## config.mk

```make
export PLATFORM = sky130hd
export DESIGN_NAME = bps_blend
export DESIGN_NICKNAME = d
export VERILOG_FILES = /design/src/hdl/bps_pkg.sv /design/src/hdl/bps_blend.sv
export SDC_FILE = /design/constraint.sdc
export NUM_CORES = 2
export LEC_CHECK = 0
export BUFFER_PORTS_ARGS = -buffer_cell sky130_fd_sc_hd__clkbuf_2
export CAP_MARGIN = 40
export CORE_ASPECT_RATIO = 0.6
export CORE_MARGIN = 8
export CORE_UTILIZATION = 70
export CTS_BUF_LIST = sky130_fd_sc_hd__clkbuf_8 sky130_fd_sc_hd__clkbuf_16
export DETAILED_ROUTE_END_ITERATION = 10
export GPL_ROUTABILITY_DRIVEN = 0
export PLACE_DENSITY = 0.86
export SETUP_SLACK_MARGIN = 0.02
export SYNTH_ARGS = -nofsm -noshare
export SYNTH_HDL_FRONTEND = slang
export SYNTH_SLANG_ARGS = --single-unit
export TNS_END_PERCENT = 5
```

## constraint.sdc

```tcl
create_clock -name i_clk -period 11.3 [get_ports i_clk]
set_input_delay 2.26 -clock i_clk [delete_from_list [all_inputs] [get_ports i_clk]]
set_output_delay 2.26 -clock i_clk [all_outputs]
set_load 0.05 [all_outputs]
```

## src/hdl/bps_pkg.sv

```systemverilog
`timescale 1ns / 1ps

package bps_pkg;

    // Fixed field widths of the item ports
    localparam int COORD_W   = 14;
    localparam int IDX_W     = 12;
    localparam int CH_W      = 8;
    localparam int PIX_W     = 3 * CH_W;
    localparam int CFG_W     = 7;
    localparam int CFG_IDX_W = 1;

    // Result queue
    localparam int OUT_DEPTH = 8;
    localparam int OUT_PTR_W = $clog2(OUT_DEPTH);
    localparam int OUT_CNT_W = $clog2(OUT_DEPTH + 1);

    // Configuration register indexes
    typedef enum logic [CFG_IDX_W-1:0] {
        CFG_IMAGE_WIDTH  = 1'b0,
        CFG_IMAGE_HEIGHT = 1'b1
    } t_cfg_idx;

    // Item kinds
    typedef enum logic {
        REQ_WRITE  = 1'b0,
        REQ_SAMPLE = 1'b1
    } t_req;

    // Neighbor read request from the address stage
    typedef struct packed {
        logic valid;
        logic dx;
    } t_rd_ctl;

    // The four neighbors, {r, g, b} each
    typedef struct packed {
        logic [PIX_W-1:0] p00;
        logic [PIX_W-1:0] p10;
        logic [PIX_W-1:0] p01;
        logic [PIX_W-1:0] p11;
    } t_quad;

endpackage

```

## src/hdl/bps_blend.sv

```systemverilog
`timescale 1ns / 1ps

module bps_blend
    import bps_pkg::*;
#(
    parameter int FRAC_BITS = 8
) (
    input  logic                 i_clk,
    input  logic                 i_rst_n,
    input  logic [FRAC_BITS-1:0] i_fx,
    input  logic [FRAC_BITS-1:0] i_fy,
    input  logic                 i_rd_valid,
    input  t_quad                i_quad,
    output logic                 o_valid,
    output logic [PIX_W-1:0]     o_pixel
);

    localparam int unsigned ONE = 1 << FRAC_BITS;
    localparam int OW    = FRAC_BITS + 1;
    localparam int WW    = 2 * FRAC_BITS + 2;
    localparam int SUM_W = CH_W + 2 * FRAC_BITS;

    // Fractions, aligned with the bank outputs
    logic [FRAC_BITS-1:0] r_fx3;
    logic [FRAC_BITS-1:0] r_fy3;

    // Weight stage
    logic          r_v4;
    t_quad         r_q4;
    logic [WW-1:0] r_w00;
    logic [WW-1:0] r_w10;
    logic [WW-1:0] r_w01;
    logic [WW-1:0] r_w11;

    // Result stage
    logic             r_v5;
    logic [PIX_W-1:0] r_pix5;

    logic [OW-1:0]    omfx;
    logic [OW-1:0]    omfy;
    logic [WW-1:0]    n_w00;
    logic [WW-1:0]    n_w10;
    logic [WW-1:0]    n_w01;
    logic [WW-1:0]    n_w11;
    logic [PIX_W-1:0] n_pix;

    always_ff @(posedge i_clk) begin
        r_fx3 <= i_fx;
        r_fy3 <= i_fy;
    end

    // Bilinear weights, they sum to ONE * ONE
    always_comb begin
        omfx  = OW'(ONE) - OW'(r_fx3);
        omfy  = OW'(ONE) - OW'(r_fy3);
        n_w00 = WW'(omfx) * WW'(omfy);
        n_w10 = WW'(r_fx3) * WW'(omfy);
        n_w01 = WW'(omfx) * WW'(r_fy3);
        n_w11 = WW'(r_fx3) * WW'(r_fy3);
    end

    always_ff @(posedge i_clk) begin
        if (!i_rst_n) begin
            r_v4 <= 1'b0;
            r_v5 <= 1'b0;
        end else begin
            r_v4 <= i_rd_valid;
            r_v5 <= r_v4;
        end
    end

    always_ff @(posedge i_clk) begin
        r_q4  <= i_quad;
        r_w00 <= n_w00;
        r_w10 <= n_w10;
        r_w01 <= n_w01;
        r_w11 <= n_w11;
    end

    // Weighted sum per channel, truncated
    always_comb begin
        logic [SUM_W-1:0] sum;
        int               hi;
        n_pix = '0;
        for (int c = 0; c < 3; c++) begin
            hi  = PIX_W - 1 - CH_W * c;
            sum = SUM_W'(r_q4.p00[hi -: CH_W]) * SUM_W'(r_w00)
                + SUM_W'(r_q4.p10[hi -: CH_W]) * SUM_W'(r_w10)
                + SUM_W'(r_q4.p01[hi -: CH_W]) * SUM_W'(r_w01)
                + SUM_W'(r_q4.p11[hi -: CH_W]) * SUM_W'(r_w11);
            n_pix[hi -: CH_W] = sum[SUM_W-1 -: CH_W];
        end
    end

    always_ff @(posedge i_clk) begin
        r_pix5 <= n_pix;
    end

    assign o_valid = r_v5;
    assign o_pixel = r_pix5;

endmodule

```

==> results.md <==
- Most frequent CP cell: fa_1
- Core area: just under 90000 sq um
- Antenna Nets Post-Route: 0
- CP Class: reg -> reg
- Crit path arrival time: 8.95 ns
- Post-Syn Area: about 62000 sq um
- Dpl cells: around 8000
- Global route overflow: 0
- Buffer levels on the longest clock path: 3
- Port Buf Inserts: ~140
- Final Cycle Share: 0.743
- Worst Skew: ~0.03 ns
- Row Count: 84
- Final Hold Viols: 0
- Avg Inst Size Synth: slightly above 9 sq um
- Hold_sp: r_v4$_SDFF_PN0_
- Final core occ: 0.747
- Tmin final: 8.39 ns
- Critical Path Source: r_q4[91]$_DFF_P_
- CTS tree: built
- CTS Hold Buffers Added: 0
- First-pass GRT wire length: 291000 um
- Final instance area: ~66000 sq um
- Worst path slowest cell: dfxtp_1
- RSZ-0062 raised after global routing: false
- Startpoint types: flop
- Largest net degree at the start of global routing: 55
- Root buf cell: clkbuf_16
- Via density: roughly 6
- Syn-to-layout area delta: 5.32%
- DR vias: approximately 47000
- Total global-route track usage: 0.380
- Nets: between 8000 and 9000
- FFs w/ async S/R, synth: 0
- H-tree depth: 1
- Total setup buffers inserted after CTS: 0
- Fmax: 119 MHz
- Crit-path cells: nand2_1 -> fa_1 -> inv_1 -> fa_1 -> inv_1 -> fa_1 -> fa_1 -> inv_1 -> fa_1 -> inv_1 -> fa_1 -> fa_1 -> fa_1 -> inv_1 -> ha_1 -> a2111oi_0 -> o21ai_1 -> a2111oi_4 -> nor4_1 -> o31a_1 -> nor2_2 -> xnor2_1
- Seq/Total Area, Yosys: 0.0651
- Setup slack, reg-to-reg: slightly below 3 ns
- Slew HR: 0.214
- Area of the multi-input gates: around 50000 sq um
- EDFF count, synth: 0
- Pins Over Slew Limit: 0
- Synth warnings: 0
- CTS Buf Count: 29
- Layout Cells excl Fill: a little under 8000
- Vias in the first global route: 51500
- DIE AREA: slightly below 100000 sq um
- Slowest Stage Delay on Critical Path: between 1 and 1.5 ns
- Number of synthesized register bits: between 200 and 250
- Routed WL per cell: 23.2 um
- Clk Latency, worst-skew pair: between 0.6 and 0.7 ns
- Critical R2R Launch: r_q4[91]$_DFF_P_
- Hold Path Depth: 1
- Reported max-cap violation count: 0
- Setup TNS: 0 ns
- WL final: approximately 180000 um
- Status: finished clean
- Crit. End Element: flop
- Iteration-0 DRC Markers: ~5600
- Crit Path Max Fanout: 18
- Hpwl dp: approximately 140000 um
- Fillers: ~5700
- DP Area: between 60000 and 70000 sq um
- Worst Hold Class: reg -> reg
- Post-synth net total: between 8000 and 9000
- Initial antenna violation count: 3
- Die width: ~400 um
- Die height: about 250 um
- FF+latch area: between 4000 and 5000 sq um
- Top Ports: between 100 and 150
- Clock Pin Slew Worst Setup and Hold Paths: about 0.06 ns
- Commonest register cell after synthesis: dfxtp_1
- Worst EP required: 11.86 ns
- Initial core utilization: 0.710
- DRC Markers: 0
- Total iterations of the first detailed-routing run: 6
- Final setup fails: 0
- Worst Tran Pin Value: between 1 and 1.5 ns
- Post-synthesis cell count: about 6800
- Post_cts resized: 0
- R2R depth: 22
- Synth cell types: 57
- Hold EP: o_valid$_SDFF_PN0_
- Share of post-route cells with drive strength above 1: 0.0500
- Clk sink count: 203
- Reg2reg end: o_pixel[22]$_DFF_P_
==> cells in the final DEF (no fill, tap or decap), drive strengths merged, types with 8 or more instances in the layout <==
cell type	count
inv	1809
fa	1601
nand2	1117
and2	800
ha	507
dfxtp	203
clkbuf	169
buf	129
xnor2	120
nor2	52
a21oi	36
o21ai	26
nor3	21
xor2	21
a21o	17
nand3	13
nor2b	12
clkinv	11
a31oi	9
or3	8
==> area by class of cell <==
class                   count  area share
repair buffers            268      0.0309
well taps                1161      0.0221
diodes                      2   0.0000761
flip-flops and latches    203      0.0619
clock inverters            21     0.00306
inverters                1807       0.103
clock buffers              30      0.0112
multi-input cells        4433       0.768
==> per-layer routing <==
layer | track usage | wire length [um] | up-vias
met5 | 0.00474 | 0 | -
met4 | 0.137 | 9060 | 0
met3 | 0.185 | 36000 | 628
met2 | 0.520 | 72600 | 4073
met1 | 0.528 | 66500 | 22900
li1 | - | - | 19000
==> per-stage QoR <==
stage          setup WS [ns]  hold WS (ns)
2_1_floorplan           4.46         0.412
3_3_place_gp            3.32         0.414
3_5_place_dp            3.30         0.421
4_1_cts                 3.26         0.435
5_1_grt                 2.70         0.472
6_report                2.91         0.436
==> worst max path at each step <==
stage | to | slack (ns) | cells past startpoint
3_5_place_dp | o_pixel[15]$_DFF_P_ | 3.30 | 24
3_3_place_gp | o_pixel[15]$_DFF_P_ | 3.32 | 24
6_report | o_pixel[22]$_DFF_P_ | 2.91 | 22
5_1_grt | o_pixel[15]$_DFF_P_ | 2.70 | 24
2_1_floorplan | o_pixel[22]$_DFF_P_ | 4.46 | 24
4_1_cts | o_pixel[15]$_DFF_P_ | 3.26 | 24
==> cells in the mapped netlist (all sizes together) (8+ instances only) <==
master     n  area [sq um]
ha       507          6340
a21o      17           128
nand2   1117          4190
nor3      21           105
inv     1807          6780
and2     800          5000
a21oi     36           180
or3        8          50.1
xnor2    120          1050
o21ai     26           130
clkbuf   306          1150
nor2      52           198
dfxtp    203          4060
a31oi      9          56.3
nor2b     12          75.1
fa      1601         32100
xor2      21           184
nand3     13          65.1
==> worst max-delay path: cells and delay by family (launching register included) <==
family | cells | cell delay (ns)
compound gates | 4 | 1.98
xor+xnor | 1 | 0.13
fa+ha+maj | 9 | 4.33
buf+inv | 5 | 0.26
flops | 1 | 1.06
simple gates | 3 | 0.54
==> state kept, by name, indices dropped and copies added, names as in the netlist <==
| signal | flops |
|---|---|
| r_q4 | 96 |
| o_pixel | 24 |
| r_w00 | 18 |
| r_w01 | 16 |
| r_w10 | 16 |
| r_w11 | 15 |
| r_fx3 | 8 |
| r_fy3 | 8 |
| o_valid | 1 |
| r_v4 | 1 |
==> cells by family after synthesis <==
family | share of synthesized area
buffers and inverters | 0.127
adder cells (fa/ha/maj) | 0.615
AND/OR/NAND/NOR | 0.158
flip-flops | 0.0651
XOR/XNOR | 0.0198
AO/OA/AOI/OAI | 0.0149
Power is not shown: default switching activity piles up to over one toggle a cycle in this logic, so the estimate is an artifact.
