--- src/hdl/bps_pkg.sv ---
`timescale 1ns / 1ps

package bps_pkg;

    // Fixed field widths of the item ports
    localparam int COORD_W   = 14;
    localparam int IDX_W     = 12;
    localparam int CH_W      = 8;
    localparam int PIX_W     = 3 * CH_W;
    localparam int CFG_W     = 7;
    localparam int CFG_IDX_W = 1;

    // Result queue
    localparam int OUT_DEPTH = 8;
    localparam int OUT_PTR_W = $clog2(OUT_DEPTH);
    localparam int OUT_CNT_W = $clog2(OUT_DEPTH + 1);

    // Configuration register indexes
    typedef enum logic [CFG_IDX_W-1:0] {
        CFG_IMAGE_WIDTH  = 1'b0,
        CFG_IMAGE_HEIGHT = 1'b1
    } t_cfg_idx;

    // Item kinds
    typedef enum logic {
        REQ_WRITE  = 1'b0,
        REQ_SAMPLE = 1'b1
    } t_req;

    // Neighbor read request from the address stage
    typedef struct packed {
        logic valid;
        logic dx;
    } t_rd_ctl;

    // The four neighbors, {r, g, b} each
    typedef struct packed {
        logic [PIX_W-1:0] p00;
        logic [PIX_W-1:0] p10;
        logic [PIX_W-1:0] p01;
        logic [PIX_W-1:0] p11;
    } t_quad;

endpackage

--- src/hdl/bps_addr.sv ---
`timescale 1ns / 1ps

module bps_addr
    import bps_pkg::*;
#(
    parameter int MAX_SIDE  = 64,
    parameter int FRAC_BITS = 8
) (
    input  logic                              i_clk,
    input  logic                              i_rst_n,
    input  logic                              i_acc,
    input  logic                              i_req_type,
    input  logic [IDX_W-1:0]                  i_pixel_index,
    input  logic [PIX_W-1:0]                  i_pixel,
    input  logic [COORD_W-1:0]                i_sample_x,
    input  logic [COORD_W-1:0]                i_sample_y,
    input  logic [$clog2(MAX_SIDE+1)-1:0]     i_width,
    input  logic [$clog2(MAX_SIDE+1)-1:0]     i_height,
    output logic                              o_we,
    output logic [$clog2(MAX_SIDE*MAX_SIDE)-1:0] o_waddr,
    output logic [PIX_W-1:0]                  o_wdata,
    output t_rd_ctl                           o_rd,
    output logic [$clog2(MAX_SIDE*MAX_SIDE)-1:0] o_a,
    output logic [$clog2(MAX_SIDE*MAX_SIDE)-1:0] o_b,
    output logic [FRAC_BITS-1:0]              o_fx,
    output logic [FRAC_BITS-1:0]              o_fy
);

    localparam int SIDE_W = $clog2(MAX_SIDE + 1);
    localparam int INT_W  = COORD_W - FRAC_BITS;
    localparam int CLP_W  = (INT_W > SIDE_W) ? INT_W : SIDE_W;
    localparam int ADDR_W = $clog2(MAX_SIDE * MAX_SIDE);
    localparam int AREA_W = 2 * SIDE_W;
    localparam int CMP_W  = (AREA_W > IDX_W) ? AREA_W : IDX_W;

    // Input stage
    logic                 r_v1;
    logic                 r_type1;
    logic [IDX_W-1:0]     r_idx1;
    logic [PIX_W-1:0]     r_pix1;
    logic [COORD_W-1:0]   r_sx1;
    logic [COORD_W-1:0]   r_sy1;

    // Address stage
    logic                 r_we2;
    logic [ADDR_W-1:0]    r_waddr2;
    logic [PIX_W-1:0]     r_wdata2;
    logic                 r_rv2;
    logic                 r_dx2;
    logic [ADDR_W-1:0]    r_a2;
    logic [ADDR_W-1:0]    r_b2;
    logic [FRAC_BITS-1:0] r_fx2;
    logic [FRAC_BITS-1:0] r_fy2;

    logic [INT_W-1:0]     x_int;
    logic [INT_W-1:0]     y_int;
    logic [SIDE_W-1:0]    wm1;
    logic [SIDE_W-1:0]    hm1;
    logic [SIDE_W-1:0]    x0;
    logic [SIDE_W-1:0]    y0;
    logic                 dx;
    logic                 dy;
    logic [AREA_W-1:0]    lin;
    logic [AREA_W-1:0]    area;
    logic [ADDR_W-1:0]    a;
    logic [ADDR_W-1:0]    b;
    logic                 wr_ok;
    logic                 is_write;
    logic                 is_sample;

    always_ff @(posedge i_clk) begin
        if (!i_rst_n) begin
            r_v1 <= 1'b0;
        end else begin
            r_v1 <= i_acc;
        end
    end

    always_ff @(posedge i_clk) begin
        if (i_acc) begin
            r_type1 <= i_req_type;
            r_idx1  <= i_pixel_index;
            r_pix1  <= i_pixel;
            r_sx1   <= i_sample_x;
            r_sy1   <= i_sample_y;
        end
    end

    // Clamp the top-left neighbor into the image, then step right and down
    // unless already on the last column or row.
    always_comb begin
        x_int = r_sx1[COORD_W-1:FRAC_BITS];
        y_int = r_sy1[COORD_W-1:FRAC_BITS];
        wm1   = i_width - SIDE_W'(1);
        hm1   = i_height - SIDE_W'(1);
        x0    = (CLP_W'(x_int) > CLP_W'(wm1)) ? wm1 : SIDE_W'(x_int);
        y0    = (CLP_W'(y_int) > CLP_W'(hm1)) ? hm1 : SIDE_W'(y_int);
        dx    = (x0 != wm1);
        dy    = (y0 != hm1);
        lin   = AREA_W'(y0) * AREA_W'(i_width) + AREA_W'(x0);
        a     = ADDR_W'(lin);
        b     = a + (dy ? ADDR_W'(i_width) : '0);
    end

    // Writes outside width * height are dropped
    always_comb begin
        area      = AREA_W'(i_width) * AREA_W'(i_height);
        wr_ok     = CMP_W'(r_idx1) < CMP_W'(area);
        is_write  = r_v1 && (r_type1 == REQ_WRITE);
        is_sample = r_v1 && (r_type1 == REQ_SAMPLE);
    end

    always_ff @(posedge i_clk) begin
        if (!i_rst_n) begin
            r_we2 <= 1'b0;
            r_rv2 <= 1'b0;
        end else begin
            r_we2 <= is_write && wr_ok;
            r_rv2 <= is_sample;
        end
    end

    always_ff @(posedge i_clk) begin
        r_waddr2 <= ADDR_W'(CMP_W'(r_idx1));
        r_wdata2 <= r_pix1;
        r_dx2    <= dx;
        r_a2     <= a;
        r_b2     <= b;
        r_fx2    <= r_sx1[FRAC_BITS-1:0];
        r_fy2    <= r_sy1[FRAC_BITS-1:0];
    end

    assign o_we     = r_we2;
    assign o_waddr  = r_waddr2;
    assign o_wdata  = r_wdata2;
    assign o_rd     = '{valid: r_rv2, dx: r_dx2};
    assign o_a      = r_a2;
    assign o_b      = r_b2;
    assign o_fx     = r_fx2;
    assign o_fy     = r_fy2;

endmodule

--- config.mk ---
export PLATFORM = sky130hd
export DESIGN_NAME = bps_addr
export DESIGN_NICKNAME = d
export VERILOG_FILES = /design/src/hdl/bps_pkg.sv /design/src/hdl/bps_addr.sv
export SDC_FILE = /design/constraint.sdc
export NUM_CORES = 1
export LEC_CHECK = 0
export ABC_AREA = 1
export BUFFER_PORTS_ARGS = -buffer_cell sky130_fd_sc_hd__buf_2
export CAP_MARGIN = 20
export CORE_MARGIN = 2
export CORE_UTILIZATION = 55
export DETAILED_ROUTE_END_ITERATION = 8
export GPL_ROUTABILITY_DRIVEN = 0
export PLACE_DENSITY = 0.81
export SYNTH_ARGS = -nofsm -noshare
export SYNTH_HDL_FRONTEND = slang
export SYNTH_SLANG_ARGS = --single-unit
--- constraint.sdc ---
create_clock -name i_clk -period 8.9 [get_ports i_clk]
set_input_delay 0 -clock i_clk [delete_from_list [all_inputs] [get_ports i_clk]]
set_output_delay 0 -clock i_clk [all_outputs]
set_load 0.02 [all_outputs]
==> results.md, run 1 <==
- Residual DRC: 0
- Xor/xnor share of the synthesized area: 0.03714
- Status: finished clean
- Slew @ Worst Pin: 0.8714 ns
- Ports: 161
- Power per Cell Area: 309.7 mW/mm^2
- Die extent in y: 128 um
- Main combinational cell family by area after synthesis: adder cells
- Final ANT Viol Nets: 0
- Critical path type: input port to flop
- RSZ-0062 raised after global routing: no
- Synth top area cells: edfxtp_1 23%, dfxtp_1 19%, ha_1 13%
- Initial Util: 0.5604
- NetSw: 1.399 mW
- Synth Flop Type: dfxtp_1
- Die extent in x: 128 um
- Worst VDD drop: 0.2933 mV
- EDFF count, synth: 65
- Post-Layout Cell Count: 1290
- Max FO, Critical Path: 17
- Placed instance area: 0.009402 mm^2
- Global-route wire length before repair: 33.82 mm
- Drt first-iter violations: 425
- Post-synth ARST share: 0
- Cell-internal power: 1.898 mW
- Multiplexer share of the synthesized area: 0
- Cell leakage power: 5.455 nW
- Worst path most repeated cell: nand2_1
- Crit-path slowest cell: fa_1
- Netlist Area Pre-Place: 0.008457 mm^2
- Adder-Cell Fraction of Synth Area: 0.2648
- Max Slew Vio Count: 0
- Worst clock skew: 0.01004 ns
- Sequential fraction of the synthesis area: 0.4202
- MaxCap Viol Count: 0
- Initial antenna violation count: 0
- Vias in the first global route: 6981
- Multi-input gate area: 0.004193 mm^2
- Clock group share of total power: 0.216
- Grt ovf: 0
- Flops & latches, synth: 145
- Post-layout min period: 6.460 ns
- Critical path launch point type: input port
- Post-CTS resize count: 0
- Synth cell count leaders: 162 x inv_1, 158 x nand2_1, 91 x ha_1, 80 x dfxtp_1, 65 x edfxtp_1
- Pre-Repair DR Iteration Count: 6
- Longest Clk Path Bufs: 2
- Via density per instance: 5.198
- YS warnings: 0
- Ratio of cells with drive above 1 in the final layout: 0.1887
- Die area: 0.01638 mm^2
- Highest clock rate: 0.1548 GHz
- Clock sink total: 145
- Largest net degree at the start of global routing: 67
- Post-layout nets: 1317
- Setup bufs post-CTS: 0
- Top cell type's share of synthesized area: 0.2308
- Row count: 45
- Final Hold Viols: 0
- Number of library cell types mapped by synthesis: 37
- Mean Syn Cell Area: 9.856 um^2
- Fillers: 1023
- CTS Buf Count: 17
- Relative slew margins: 0.4190
- Placeable Area: 0.01509 mm^2
- CTS tree: yes
- Placed Cells: 1192
- Crit share post-route: 0.7259
- Dominant cell by count in the synthesized netlist: inv_1
- WL per Instance: 15.96 um
- DP Worst Slack: 2.041 ns
- PortBufs: 160
- Worst skew pair latency: 0.43 ns
- Critical path data required time: 9.27 ns
- WP data arrival: 6.83 ns
- Clk root buf: clkbuf_16
- Element type at the critical path end: flop
- Final setup viols: 0
- Worst hold path class: input port to flop
- Cell taking the most area after synthesis: edfxtp_1
- ANT cells: 0
- Sequential Power Share: 0.259
- Post-DP HPWL: 12.96 mm
- P&R area growth vs syn: 25.88%
- # H-tree levels: 4
- CTS Hold Bufs: 66
- Setup_tns: 0 ns
- Compound-Gate Fraction of Synth Area: 0.04009
- Combinational group share of total power: 0.525
- CTS clk-pin slew, worst paths: 0.06 ns
- Synth Area in Simple Gates: 0.1511
- Sw frac: 0.4242
- Post-route setup slack: 2.440 ns
- FF+latch area: 0.003553 mm^2
- Routed WL: 20.59 mm
- Total number of vias: 6706
- Final instance area: 0.01065 mm^2
- Post-synthesis cell count: 858
- Total Routing Usage GR: 0.2670
- Crit-path max cell delay: 0.54 ns
-- flip-flops by register name, indices dropped and copies added, names as in the netlist --
register  cells
o_b          12
o_waddr      12
r_sy1        14
r_pix1       24
o_we          1
o_fx          8
o_a          12
r_sx1        14
r_type1       1
o_wdata      24
r_rv2         1
r_idx1       12
r_dx2         1
o_fy          8
r_v1          1
-- per-layer routing --
metal  GRT usage  share of wire  up-vias  wire, um
li1            -              -     3179         -
met1      0.2835           0.36     3159      7408
met2      0.5115           0.55      287     11230
met3     0.05634          0.058       81      1192
met4      0.1080          0.037        0       760
met5           0              0        -         0
-- worst max-delay path, delay by kind of cell --
family                   cells  cell delay, ns
AO/OA/AOI/OAI                2            0.77
XOR/XNOR                     2            0.48
adder cells (fa/ha/maj)      8            3.34
buffers and inverters        8            0.81
AND/OR/NAND/NOR             14            1.41
-- stage by stage --
stage | hold slack (ns) | utilization | total power, mW
6_report | 0.1592 | 0.7055 | 3.297
5_1_grt | 0.2010 | 0.7055 | 3.588
4_1_cts | 0.1463 | 0.7055 | 3.247
3_5_place_dp | 0.1782 | 0.6231 | 2.485
3_3_place_gp | 0.1760 | 0.6231 | 2.433
2_1_floorplan | 0.09345 | - | 2.153
-- power groups by stage --
stage / Clock (mW) / Sequential (mW) / Combinational [mW]
2_1_floorplan: 0 / 0.963 / 1.19
3_3_place_gp: 0 / 0.862 / 1.57
3_5_place_dp: 0 / 0.866 / 1.62
4_1_cts: 0.707 / 0.852 / 1.69
5_1_grt: 0.742 / 0.864 / 1.98
6_report: 0.711 / 0.856 / 1.73
-- final cells by class --
cell class,instances,area share
multi-input combinational,535,0.3939
timing repair buffer,227,0.1380
sequential,145,0.3338
clock inverter,13,0.01316
inverter,163,0.05748
tap,188,0.02210
clock buffer,19,0.04161
-- cells in the final DEF (no fill, tap or decap), types with 40 or more instances in the layout --
cell type	Yosys	final
nor2_1	49	49
nand2_1	158	158
buf_2	4	160
nand3_1	40	40
ha_1	91	91
inv_1	162	162
fa_1	55	55
dlygate4sd3_1	0	66
dfxtp_1	80	80
edfxtp_1	65	65
-- path summary, 6_finish.rpt --
kind	start	to	slack (ns)	cells after the start
max reg2reg	r_sy1[10]	o_b[11]	2.46	29
max	i_height[0]	o_b[11]	2.44	34
min reg2reg	r_pix1[3]	o_wdata[3]	0.34	0
min	i_width[6]	o_a[11]	0.16	4
-- cells by family after synthesis --
kind of cell / after synthesis
adders and majority gates: 146
and+or+nand+nor: 288
AOI/OAI and AO/OA: 60
xor gates and xnor gates: 35
other: 2
DFF: 145
buffers and inverters: 182
(Power assumes the default switching activity.)
==> inputs of run 2 (changes only) <==
- clock period: 8.9 -> 6.55 ns (I/O delays scaled with it)
==> results.md, run 2 (same netlist as run 1, synthesis figures left out) <==
- Final setup viols: 0
- Cell leakage power: 5.497 nW
- Sw frac: 0.4324
- PortBufs: 160
- Grt ovf: 0
- Worst clock skew: 0.01141 ns
- Highest clock rate: 0.1644 GHz
- Pwr Total: 4.496 mW
- Sequential Power Share: 0.259
- Drt first-iter violations: 446
- Crit-path max cell delay: 0.52 ns
- Ratio of cells with drive above 1 in the final layout: 0.1948
- Vias in the first global route: 7196
- Final Hold Viols: 0
- Placed Cells: 1199
- CTS Buf Count: 17
- RSZ-0062 raised after global routing: no
- Clk root buf: clkbuf_16
- Worst path most repeated cell: nand2_1
- Residual DRC: 0
- Final instance area: 0.01071 mm^2
- Relative slew margins: 0.4222
- Placeable Area: 0.01509 mm^2
- Post-DP HPWL: 13.04 mm
- WL per Instance: 16.47 um
- Crit-path slowest cell: fa_1
- Crit share post-route: 0.9289
- Cell-internal power: 2.552 mW
- Post-route setup slack: 0.4658 ns
- P&R area growth vs syn: 26.68%
- Final ANT Viol Nets: 0
- Row count: 45
- DP Worst Slack: 0.1508 ns
- CTS clk-pin slew, worst paths: 0.07 ns
- Hold_ws: 0.1541 ns
- Routed WL: 21.42 mm
- Worst skew pair latency: 0.43 ns
- Critical path type: flop to flop
- Slew @ Worst Pin: 0.8667 ns
- Status: finished clean
- Pre-Repair DR Iteration Count: 5
- Combinational group share of total power: 0.523
- Worst hold path class: input port to flop
- Most frequent cells in the layout: 162 x inv_1, 160 x buf_2, 158 x nand2_1
- CTS tree: yes
- Die extent in x: 128 um
- Ports: 161
- WP data arrival: 6.44 ns
- Power per Cell Area: 419.7 mW/mm^2
- Fillers: 1012
- Hold-critical path depth: 4
- Clock group share of total power: 0.218
- Largest net degree at the start of global routing: 67
- Commonest non-fill, non-tap cell in the layout: inv_1
- R2R Path Start: r_sy1[10]
- Die area: 0.01638 mm^2
- # H-tree levels: 4
- Hold Path Origin: i_width[6]
- Total Routing Usage GR: 0.2729
- Worst VDD drop: 0.3763 mV
- Critical path launch point type: flop
- Post-layout min period: 6.084 ns
- MaxCap Viol Count: 0
- Setup bufs post-CTS: 0
- Total number of vias: 6802
- Clock sink total: 145
- Placed instance area: 0.009454 mm^2
- Reg2Reg Depth: 30
- Initial Util: 0.5604
- Die extent in y: 128 um
- Post-Layout Cell Count: 1300
- Element type at the critical path end: flop
- Initial antenna violation count: 2
- Setup_tns: 0 ns
- Via density per instance: 5.232
- Global-route wire length before repair: 34.51 mm
- Critical path data required time: 6.91 ns
- Max Slew Vio Count: 0
- Post-layout nets: 1324
- Max FO, Critical Path: 10
- NetSw: 1.944 mW
- CP startpoint: r_sy1[10]
- Longest Clk Path Bufs: 2
- Final Util: 0.7100
## run 2: critical path, delay by kind of cell, from the launching register on
family,cells,cell delay (ns)
adder cells (fa/ha/maj),7,2.84
AND/OR/NAND/NOR,15,1.48
AO/OA/AOI/OAI,3,0.62
flip-flops,1,0.47
XOR/XNOR,2,0.33
buffers and inverters,3,0.26
## run 2: path summary, 6_finish.rpt
check / slack [ns] / to
hold reg to reg: 0.34 / o_fy[0]
setup / recovery: 0.47 / o_b[10]
setup reg to reg: 0.47 / o_b[10]
hold / removal: 0.15 / o_a[11]
## run 2: what timing repair did
action / in CTS / in global routing
setup endpoints to repair: 0 / 1
hold endpoints to repair: 68 / 0
resized for setup: 0 / 2
hold buffers: 66 / 0
## run 2: metal layers
metal	vias to the layer above	wire, um	global-route usage
met5	-	0	0
met4	0	943	0.1222
met3	87	1340	0.06386
met2	311	11520	0.5165
met1	3203	7615	0.2859
li1	3201	-	-
## run 2: cell type report
type                       count  area (um^2)  area share
sequential                   145         3553      0.3317
multi-input combinational    535         4193      0.3914
antenna                        3        7.507   0.0007008
inverter                     163        611.8     0.05711
clock inverter                15        165.2     0.01542
clock buffer                  17        425.4     0.03971
timing repair buffer         234         1521      0.1420
tap                          188        235.2     0.02196
## run 2: power groups by stage
stage / clock [mW] / combinational [mW] / sequential (mW)
floorplan: 0 / 1.62 / 1.31
global placement: 0 / 2.14 / 1.17
detailed placement: 0 / 2.22 / 1.18
CTS: 0.968 / 2.30 / 1.16
global route: 1.03 / 2.68 / 1.17
finish: 0.981 / 2.35 / 1.16
