File: config.mk
export PLATFORM = sky130hd
export DESIGN_NAME = bps_out_fifo
export DESIGN_NICKNAME = d
export VERILOG_FILES = /design/src/hdl/bps_pkg.sv /design/src/hdl/bps_out_fifo.sv
export SDC_FILE = /design/constraint.sdc
export NUM_CORES = 1
export LEC_CHECK = 0
export ABC_AREA = 1
export BUFFER_PORTS_ARGS = -buffer_cell sky130_fd_sc_hd__buf_2
export CAP_MARGIN = 20
export CORE_ASPECT_RATIO = 0.8
export CORE_MARGIN = 2
export CORE_UTILIZATION = 60
export CTS_CLUSTER_SIZE = 10
export DETAILED_ROUTE_END_ITERATION = 10
export GPL_TIMING_DRIVEN = 0
export PLACE_DENSITY_LB_ADDON = 0.25
export SYNTH_ARGS = -nofsm -noshare
export SYNTH_HDL_FRONTEND = slang
export SYNTH_SLANG_ARGS = --single-unit
export TNS_END_PERCENT = 50
File: constraint.sdc
create_clock -name i_clk -period 6.14 [get_ports i_clk]
set_input_delay 1.228 -clock i_clk [delete_from_list [all_inputs] [get_ports i_clk]]
set_output_delay 1.228 -clock i_clk [all_outputs]
set_load 0.005 [all_outputs]
File: src/hdl/bps_pkg.sv
`timescale 1ns / 1ps

package bps_pkg;

    // Fixed field widths of the item ports
    localparam int COORD_W   = 14;
    localparam int IDX_W     = 12;
    localparam int CH_W      = 8;
    localparam int PIX_W     = 3 * CH_W;
    localparam int CFG_W     = 7;
    localparam int CFG_IDX_W = 1;

    // Result queue
    localparam int OUT_DEPTH = 8;
    localparam int OUT_PTR_W = $clog2(OUT_DEPTH);
    localparam int OUT_CNT_W = $clog2(OUT_DEPTH + 1);

    // Configuration register indexes
    typedef enum logic [CFG_IDX_W-1:0] {
        CFG_IMAGE_WIDTH  = 1'b0,
        CFG_IMAGE_HEIGHT = 1'b1
    } t_cfg_idx;

    // Item kinds
    typedef enum logic {
        REQ_WRITE  = 1'b0,
        REQ_SAMPLE = 1'b1
    } t_req;

    // Neighbor read request from the address stage
    typedef struct packed {
        logic valid;
        logic dx;
    } t_rd_ctl;

    // The four neighbors, {r, g, b} each
    typedef struct packed {
        logic [PIX_W-1:0] p00;
        logic [PIX_W-1:0] p10;
        logic [PIX_W-1:0] p01;
        logic [PIX_W-1:0] p11;
    } t_quad;

endpackage

File: src/hdl/bps_out_fifo.sv
`timescale 1ns / 1ps

module bps_out_fifo
    import bps_pkg::*;
(
    input  logic             i_clk,
    input  logic             i_rst_n,
    input  logic             i_push,
    input  logic [PIX_W-1:0] i_data,
    output logic             o_valid,
    input  logic             i_stall,
    output logic [PIX_W-1:0] o_data
);

    logic [PIX_W-1:0]     r_entry [OUT_DEPTH];
    logic [OUT_PTR_W-1:0] r_wr_ptr;
    logic [OUT_PTR_W-1:0] r_rd_ptr;
    logic [OUT_CNT_W-1:0] r_count;
    logic                 pop;

    // Upstream never pushes into a full queue: its credit count sees to that
    assign pop = (r_count != '0) && !i_stall;

    always_ff @(posedge i_clk) begin
        if (!i_rst_n) begin
            r_wr_ptr <= '0;
            r_rd_ptr <= '0;
            r_count  <= '0;
        end else begin
            if (i_push) begin
                r_wr_ptr <= r_wr_ptr + OUT_PTR_W'(1);
            end
            if (pop) begin
                r_rd_ptr <= r_rd_ptr + OUT_PTR_W'(1);
            end
            r_count <= r_count + OUT_CNT_W'(i_push) - OUT_CNT_W'(pop);
        end
    end

    always_ff @(posedge i_clk) begin
        if (i_push) begin
            r_entry[r_wr_ptr] <= i_data;
        end
    end

    assign o_valid = (r_count != '0);
    assign o_data  = r_entry[r_rd_ptr];

endmodule

==> results of run 1 <==
through the flow:
stage          std cells  total power, mW
2_1_floorplan        920             2.19
3_3_place_gp        1160             2.47
3_5_place_dp        1163             2.50
4_1_cts             1197             3.72
5_1_grt             1197             3.90
6_report            1197             3.71
cells in the final DEF, fill, tap and decap left out:
master      netlist  routed
nand2_1         326     326
inv_1           210     210
edfxtp_1        192     192
nand3_1         102     102
buf_2            21      72
clkbuf_16         0      25
clkbuf_1          6      14
dfxtp_1          13      13
nor2_1           18      10
a21oi_1           8       8
buf_6             6       6
ha_1              6       6
nor2_4            0       5
o21ai_0           4       4
buf_1             3       3
nor2_2            0       3
or2_2             2       2
buf_8             0       2
buf_4             1       1
inv_2             1       1
fa_1              1       1
clkinvlp_4        0       1
buf_16            0       1
sequential cells by signal, indices dropped and copies added, names as in the netlist, named ones only:
signal    cells
r_count       4
r_entry     192
r_rd_ptr      3
r_wr_ptr      3
power by group:
part	switching, mW	total (mW)	internal [mW]
clock	0.497	1.23	0.731
combinational	0.578	0.882	0.304
sequential	0.0187	1.60	1.58
worst max-delay path, cell delays in order, from the launching register on:
cell	delay, ns
dfxtp_1	0.33
inv_1	0.08
clkbuf_1	0.59
nand3_1	0.16
nand2_1	0.10
nand2_1	0.06
nand2_1	0.13
buf_2	0.13
routing by layer:
layer	share of wire	vias to the layer above	GRT usage
li1	-	3014	-
met1	0.41	2843	0.329
met2	0.48	283	0.425
met3	0.083	47	0.0416
met4	0.026	2	0.0913
met5	0.00067	-	0
worst max-delay path by stage:
stage	startpoint	endpoint	slack [ns]	cells after the start
2_1_floorplan	i_push	r_entry[0][0]	3.11	3
3_3_place_gp	i_push	r_entry[0][9]	1.99	4
3_5_place_dp	i_push	r_entry[2][9]	3.04	5
4_1_cts	flop	o_data[12]	2.86	7
5_1_grt	flop	o_data[12]	2.71	7
6_report	flop	o_data[12]	2.82	7
cell families (layout without fill, tap and decap cells):
logic type / Yosys count / in the layout / synth area share
AND/OR/NAND/NOR: 448 / 448 / 0.202
flip-flops: 205 / 205 / 0.669
AO/OA/AOI/OAI: 12 / 12 / 0.00667
adder cells (fa/ha/maj): 7 / 7 / 0.0106
buffers and inverters: 248 / 336 / 0.112
final cells by class:
cell class	count	area (sq um)
inverter	211	792
sequential	205	6030
timing repair buffer	54	313
buffer	37	214
tap	189	236
clock inverter	1	7.51
multi-input combinational	467	2010
fill	1070	4610
clock buffer	33	656
==> results.sh, run 1 <==
export IMPL_worst_r2r_endpoint="r_count[2]"
export IMPL_worst_setup_hold_path_clk_slew_ns=0.05
export IMPL_tritoncts="done"
export IMPL_cts_root_buf="clkbuf_16"
export IMPL_rows=40
export IMPL_data_required_critical_path_ns=4.91
export IMPL_floorplan_core_area_sq_mm=0.0149
export IMPL_postRouteWirelength_microns=19300
export IMPL_synthFlopType="edfxtp_1"
export IMPL_setup_reg_to_reg_worst_slack_ns=3.98
export IMPL_rr_startpoint="r_count[2]"
export IMPL_clock_sinks=205
export IMPL_hold_end="r_wr_ptr[0]"
export IMPL_antenna_diode_count=0
export IMPL_synth_edf_count=192
export IMPL_ys_async_sr_fraction=0
export IMPL_post_route_cells_drive_above_1_share=0.118
export IMPL_worst_r2r_cell_count=10
export IMPL_detail_route_antenna_nets=0
export IMPL_worstSkewPairLatency_ns=0.50
export IMPL_holdBufCountCts=0
export IMPL_report_final_hold_viol_count=0
export IMPL_max_cap_viol_count=0
export IMPL_postCtsSetupBuffers=0
export IMPL_pin_count=53
export IMPL_cts_resized_gates=0
export IMPL_via_count_of_the_first_global_routing_pass=5971
export IMPL_grt_antenna_before_repair=1
export IMPL_detail_route_iter0_violations=523
export IMPL_numCtsBuffers=24
export IMPL_synthToLayoutAreaGrowth_pct=14.0
export IMPL_seq_area_frac_synth=0.669
export IMPL_die_height_microns=114
export IMPL_buffer_ports_inserted=51
export IMPL_synth_cell_type_count=17
export IMPL_ys_seq_elements=205
export IMPL_globalplace_congestion=0.788
export IMPL_finish_instance_area_sq_mm=0.0103
export IMPL_cts_max_path_buffers=3
export IMPL_hold_path_class="flop to flop"
export IMPL_mappedNetlistNets=955
export IMPL_grtUsageTotal=0.249
export IMPL_final_setup_worst_slack_ns=2.82
export IMPL_finalNetCount=1035
export IMPL_top_area_cells_in_the_synthesized_netlist="edfxtp_1, nand2_1, inv_1"
export IMPL_final_hold_worst_slack_ns=0.496
export IMPL_timing_max_transition_violations_final=0
export IMPL_cts_htree_levels=1
export IMPL_fmaxAchievable_ghz=0.302
export IMPL_dr_pass1_iters=6
export IMPL_fp_dieW_microns=141
export IMPL_synth_top_area_share=0.641
export IMPL_post_drt_via_cell_ratio=5.17
export IMPL_max_slew_margin_rel=0.346
export IMPL_finalCoreUtilization=0.690
export IMPL_post_synth_inst_count=920
export IMPL_synth_cells_most_frequent="nand2_1, inv_1, edfxtp_1"
export IMPL_nature_of_the_critical_path_startpoint="flop"
export IMPL_avgSynthCellArea_sq_um=9.78
export IMPL_grt_setup_unrepaired="false"
export IMPL_overall_die_area_sq_mm=0.0160
export IMPL_ys_warn_count=0
export IMPL_detail_route_wl_per_cell_microns=16.1
export IMPL_powerDensity_mw_per_mm2=362
export IMPL_critical_path_arrival_ns=2.09
export IMPL_grt_first_pass_wirelength_microns=30300
export IMPL_grt_max_degree=25
export IMPL_synth_top_cell_by_area="edfxtp_1"
export IMPL_place_area_sq_mm=0.00960
export IMPL_setup_tns_ns=0
export IMPL_initial_core_util=0.606
export IMPL_worst_ir_drop_vdd_mv=0.234
export IMPL_route_vias_total=6189
export IMPL_cp_max_fo=10
export IMPL_setup_viol=0
export IMPL_drt_drc_violations_left=0
export IMPL_min_period_ns=3.32
export IMPL_leakage_nw=4.78
export IMPL_hold_path_startpoint="r_wr_ptr[0]"
export IMPL_overflow=0
export IMPL_post_synth_top_count_cell="nand2_1"
export IMPL_place_ws_ns=3.04
export IMPL_post_route_period_util=0.540
export IMPL_post_synth_instance_area_sq_mm=0.00900
export IMPL_setup_worst_path_class="flop to output pin"
export IMPL_run_status="complete, no violations"
export IMPL_dp_hpwl_microns=11500
export IMPL_worst_slew_pin_slew_ns=0.980
export IMPL_final_setup_skew_ns=0.0128
export IMPL_end_kind="output pin"
export IMPL_timing_hold_worst_path_depth=2
Note: power is estimated with default switching activity, not from simulation.
==> run 2, diff against run 1 <==
ABC_AREA = 0   (was 1)
CORE_UTILIZATION = 54   (was 60)
clock period = 2.8 ns   (was 6.14 ns; I/O delays follow)
==> run 2 against run 1 <==
  * Cell count fell by 48%
  * Combinational power rose by 18%
  * Worst hold slack got worse by 0.17 ns
  * Largest cell class unchanged
  * Register-to-register slack got worse by 3.5 ns
  * Flip-flop and latch count did not move
  * Synthesized area fell by 12%
  * Clock power rose by 120%
  * Critical path depth fell by 2
  * Die area fell by 2.2%
==> results.sh, run 2 <==
export IMPL_run_status="complete, no violations"
export IMPL_max_cap_viol_count=0
export IMPL_grtUsageTotal=0.188
export IMPL_layout_commonest_cell="edfxtp_1"
export IMPL_globalplace_congestion=0.719
export IMPL_antenna_diode_count=0
export IMPL_drt_drc_violations_left=0
export IMPL_detail_route_iter0_violations=217
export IMPL_worst_ir_drop_vdd_mv=0.471
export IMPL_report_final_hold_viol_count=0
export IMPL_finalNetCount=467
export IMPL_seq_area_frac_synth=0.761
export IMPL_initial_core_util=0.554
export IMPL_fillerInstances=985
export IMPL_overall_die_area_sq_mm=0.0157
export IMPL_die_height_microns=112
export IMPL_worstSkewPairLatency_ns=0.50
export IMPL_top_register="r_entry"
export IMPL_numCtsBuffers=24
export IMPL_setup_worst_path_class="flop to output pin"
export IMPL_pin_count=53
export IMPL_dp_hpwl_microns=8150
export IMPL_nature_of_the_critical_path_startpoint="flop"
export IMPL_cp_max_fo=10
export IMPL_post_drt_via_cell_ratio=5.80
export IMPL_floorplan_core_area_sq_mm=0.0143
export IMPL_fmaxAchievable_ghz=0.373
export IMPL_instances_no_fill=625
export IMPL_post_synth_inst_count=350
export IMPL_leakage_nw=3.03
export IMPL_max_slew_margin_rel=0.363
export IMPL_synthFlopType="edfxtp_1"
export IMPL_post_route_cells_drive_above_1_share=0.399
export IMPL_postRouteWirelength_microns=13900
export IMPL_grt_max_degree=25
export IMPL_synth_top_area_share=0.728
export IMPL_tritoncts="done"
export IMPL_rows=39
export IMPL_fp_dieW_microns=139
export IMPL_buffer_ports_inserted=52
export IMPL_timing_max_transition_violations_final=0
export IMPL_cts_max_path_buffers=3
export IMPL_via_count_of_the_first_global_routing_pass=3841
export IMPL_top_regs="r_entry: 192 flops, r_count: 4 flops"
export IMPL_clock_sinks=205
export IMPL_worst_slew_pin_slew_ns=0.950
export IMPL_final_hold_worst_slack_ns=0.324
export IMPL_synth_edf_count=192
export IMPL_dr_pass1_iters=4
export IMPL_totalPowerFinal_mw=7.22
export IMPL_max_ffs_per_register=192
export IMPL_ys_seq_elements=205
export IMPL_setup_viol=0
export IMPL_min_period_ns=2.68
export IMPL_ys_async_sr_fraction=0
export IMPL_detail_route_wl_per_cell_microns=22.3
export IMPL_mappedNetlistNets=385
export IMPL_detail_route_antenna_nets=0
export IMPL_post_route_period_util=0.958
export IMPL_route_vias_total=3628
export IMPL_hold_path_startpoint="i_data[6]"
export IMPL_cts_htree_levels=1
export IMPL_ys_warn_count=0
export IMPL_mostFrequentLayoutCells="edfxtp_1, buf_2, mux4_2"
export IMPL_post_synth_instance_area_sq_mm=0.00792
export IMPL_grt_antenna_before_repair=1
export IMPL_powerDensity_mw_per_mm2=783
export IMPL_hold_path_class="input pin to flop"
export IMPL_grt_setup_unrepaired="false"
export IMPL_critical_path_arrival_ns=2.12
export IMPL_grt_first_pass_wirelength_microns=21900
export IMPL_synth_cell_type_count=29
export IMPL_placed_cell_count=590
export IMPL_worst_setup_hold_path_clk_slew_ns=0.06
export IMPL_final_setup_skew_ns=0.0111
export IMPL_overflow=0
export IMPL_synth_cells_most_frequent="edfxtp_1, mux4_2, dfxtp_1"
export IMPL_data_required_critical_path_ns=2.24
export IMPL_cts_root_buf="clkbuf_16"
export IMPL_synth_top_cell_by_area="edfxtp_1"
export IMPL_top_area_cells_in_the_synthesized_netlist="edfxtp_1, mux4_2, dfxtp_1"
export IMPL_end_kind="output pin"
export IMPL_synthToLayoutAreaGrowth_pct=16.3
export IMPL_post_synth_top_count_cell="edfxtp_1"
export IMPL_avgSynthCellArea_sq_um=22.6
export IMPL_rr_startpoint="r_count[2]"
## run 2: cell types whose count changed after synthesis, moves of 12 or more
cell | previous run | this run
mux2_2 | 0 | 12
inv_1 | 210 | 6
nand3_1 | 102 | 0
mux2_4 | 0 | 12
buf_2 | 21 | 6
nand2_1 | 326 | 6
mux4_2 | 0 | 48
## run 2: cell type report
type,instances,area [sq um],share of cell area
well taps,184,230,0.0250
flip-flops and latches,205,6030,0.654
repair buffers,56,305,0.0331
plain buffers,14,133,0.0144
multi-input cells,125,1830,0.198
clock inverters,1,7.51,0.000815
clock buffers,34,659,0.0716
inverters,6,22.5,0.00245
## run 2: final timing paths
check	to	slack, ns	depth (start not counted)
max	o_data[4]	0.12	5
min	r_entry[5][6]	0.32	1
max reg2reg	r_count[1]	0.47	9
min reg2reg	flop	0.50	2
## run 2: worst max-delay path, cell delays in order, from the launching register on
cell and delay [ns]:
dfxtp_2 0.36, buf_12 0.16, buf_12 0.17, mux4_2 0.51, mux2_4 0.28, buf_2 0.13
## run 2: logic make-up (layout without fill, tap and decap cells)
family          after synthesis  count (layout)  synth area share
compound gates                9               9           0.00758
xor+xnor                      3               3           0.00332
fa+ha+maj                     7               7            0.0120
buf+inv                      20             111            0.0156
flops                       205             205             0.761
mux                          76              76             0.181
simple gates                 30              30            0.0193
## run 2: what timing repair did
item / CTS / global route
buffers inserted: 0 / 0
hold buffers: 0 / 0
cloned: 0 / 0
gates resized for setup: 8 / 4
endpoints found under the setup margin: 24 / 20
## run 2: stage by stage
stage	TNS [ns]	area [sq um]	worst slack [ns]	utilization
final	0	9210	0.118	0.644
after global routing	0	9210	0.0372	0.644
after CTS	0	9200	0.00275	0.643
after detailed placement	0	8510	0.441	0.595
after global placement	-156.97	8410	-1.73	0.588
after floorplan	0	7920	0.0408	-
## run 2: metal layers
layer / track usage / part of all wire / up-vias / routed length [microns]
met5: 0 / 0.00079 / - / 11
met4: 0.0438 / 0.014 / 2 / 199
met3: 0.0401 / 0.060 / 24 / 836
met2: 0.308 / 0.50 / 94 / 6970
met1: 0.265 / 0.43 / 1895 / 5930
li1: - / - / 1613 / -
## run 2: report_power, final
part           switching [mW]  internal (mW)
Combinational           0.474          0.570
Sequential             0.0420           3.47
Clock                    1.06           1.61
==> run 3, diff against run 2 <==
CORE_ASPECT_RATIO = not set   (was 0.8)
==> run 3 against run 2 <==
  * Setup slack got worse by 0.036 ns
  * Combinational power barely moved
  * Cell area rose by 0.54%
  * Maximum frequency fell by 1.3%
  * Core utilization fell by 0.22 points
  * Global-route usage rose by 0.12 points
  * Worst hold slack improved by 0.0033 ns
  * Register-to-register slack barely moved
  * Non-clock buffer count rose by 1
  * Critical path depth did not move
  * Die area barely moved
  * Clock power rose by 3%
  * Largest cell class unchanged
  * Highest routed layer is now met4
==> results.sh, run 3 (synthesis results as in run 2) <==
export IMPL_max_cap_viol_count=0
export IMPL_grt_antenna_before_repair=1
export IMPL_holdBufCountCts=0
export IMPL_cts_max_path_buffers=3
export IMPL_detail_route_wl_per_cell_microns=22.3
export IMPL_report_final_hold_viol_count=0
export IMPL_p_switching_mw=1.60
export IMPL_die_height_microns=125
export IMPL_run_status="complete, no violations"
export IMPL_mostFrequentLayoutCells="edfxtp_1, buf_2, mux4_2"
export IMPL_clock_sinks=205
export IMPL_dr_pass1_iters=4
export IMPL_place_ws_ns=0.426
export IMPL_critical_path_arrival_ns=2.16
export IMPL_nature_of_the_critical_path_startpoint="flop"
export IMPL_leakage_nw=3.05
export IMPL_top_regs="r_entry: 192 flops, r_count: 4 flops"
export IMPL_setup_tns_ns=0
export IMPL_postRouteWirelength_microns=14200
export IMPL_grt_setup_unrepaired="false"
export IMPL_internal_power_mw=5.70
export IMPL_fillerInstances=997
export IMPL_power_clock_fraction=0.376
export IMPL_drt_drc_violations_left=0
export IMPL_initial_core_util=0.549
export IMPL_cp_max_fo=10
export IMPL_finalNetCount=468
export IMPL_powerDensity_mw_per_mm2=788
export IMPL_worst_setup_hold_path_clk_slew_ns=0.05
export IMPL_final_setup_worst_slack_ns=0.0825
export IMPL_setup_viol=0
export IMPL_detail_route_iter0_violations=335
export IMPL_worst_slew_pin_slew_ns=0.930
export IMPL_via_count_of_the_first_global_routing_pass=3797
export IMPL_detail_route_antenna_nets=0
export IMPL_fp_dieW_microns=125
export IMPL_globalplace_congestion=0.706
export IMPL_worstSkewPairLatency_ns=0.50
export IMPL_top_register="r_entry"
export IMPL_post_route_cells_drive_above_1_share=0.392
export IMPL_post_drt_via_cell_ratio=5.71
export IMPL_cts_root_buf="clkbuf_16"
export IMPL_timing_max_transition_violations_final=0
export IMPL_pin_count=53
export IMPL_layout_commonest_cell="edfxtp_1"
export IMPL_end_kind="output pin"
export IMPL_buffer_ports_inserted=52
export IMPL_data_required_critical_path_ns=2.24
export IMPL_grt_max_degree=25
export IMPL_setup_worst_path_class="flop to output pin"
export IMPL_post_route_period_util=0.971
export IMPL_route_vias_total=3632
export IMPL_worst_ir_drop_vdd_mv=0.402
export IMPL_max_slew_margin_rel=0.379
export IMPL_power_share_sequential=0.481
export IMPL_overflow=0
export IMPL_dp_hpwl_microns=8290
export IMPL_rows=44
export IMPL_floorplan_core_area_sq_mm=0.0144
export IMPL_hold_path_class="input pin to flop"
export IMPL_combinational_share_of_power=0.143
export IMPL_multi_input_comb_area_sq_mm=0.00183
export IMPL_power_switching_fraction=0.220
export IMPL_totalPowerFinal_mw=7.30
export IMPL_numCtsBuffers=24
export IMPL_grtUsageTotal=0.189
export IMPL_tritoncts="done"
export IMPL_overall_die_area_sq_mm=0.0157
export IMPL_finish_instance_area_sq_mm=0.00926
export IMPL_cts_htree_levels=1
export IMPL_fmaxAchievable_ghz=0.368
export IMPL_max_ffs_per_register=192
export IMPL_min_period_ns=2.72
export IMPL_final_hold_worst_slack_ns=0.327
export IMPL_ff_latch_area_sq_mm=0.00603
export IMPL_place_area_sq_mm=0.00853
export IMPL_grt_first_pass_wirelength_microns=22200
export IMPL_final_setup_skew_ns=0.0145
export IMPL_synthToLayoutAreaGrowth_pct=16.9
-- run 3: power by group through the flow --
stage	registers [mW]	clock network, mW	logic (mW)
2_1_floorplan	3.56	0	0.713
4_1_cts	3.51	2.79	1.07
5_1_grt	3.52	2.91	1.15
3_3_place_gp	3.57	0	1.00
3_5_place_dp	3.57	0	1.05
6_report	3.51	2.75	1.04
-- run 3: per-stage QoR --
stage           util  std cells
4_1_cts        0.642        635
2_1_floorplan      -        350
3_3_place_gp   0.583        586
3_5_place_dp   0.591        591
6_report       0.642        636
5_1_grt        0.642        635
-- run 3: path summary, 6_finish.rpt --
kind,end,cells past startpoint,slack (ns),from
worst max-delay path,o_data[15],5,0.08,flop
worst min-delay path,r_entry[6][12],1,0.33,i_data[12]
worst max register to register,r_count[1],9,0.47,r_count[2]
worst min register to register,r_rd_ptr[1],2,0.50,r_rd_ptr[1]
-- run 3: cell type report --
cell class | instances | share of cell area
antenna | 1 | 0.000270
buffer | 14 | 0.0143
clock buffer | 43 | 0.0749
clock inverter | 1 | 0.000676
inverter | 6 | 0.00243
multi-input combinational | 125 | 0.197
sequential | 205 | 0.651
tap | 184 | 0.0249
timing repair buffer | 57 | 0.0346
-- run 3: critical path, stage by stage, from the launching register on --
cell and delay [ns]:
dfxtp_2 0.37, buf_12 0.17, buf_12 0.16, mux4_2 0.53, mux2_2 0.30, buf_2 0.13
-- run 3: per-layer routing --
metal | part of all wire | vias up | track usage
met3 | 0.049 | 16 | 0.0308
met1 | 0.43 | 1892 | 0.270
met5 | 0 | - | 0
met2 | 0.51 | 105 | 0.309
met4 | 0.016 | 0 | 0.0542
li1 | - | 1619 | -
-- run 3: repair_timing --
action	4_1_cts	5_1_grt
gates resized for setup	11	1
endpoints found under the setup margin	22	18
hold endpoints to repair	0	0
buffers inserted	0	0
gates cloned	0	0
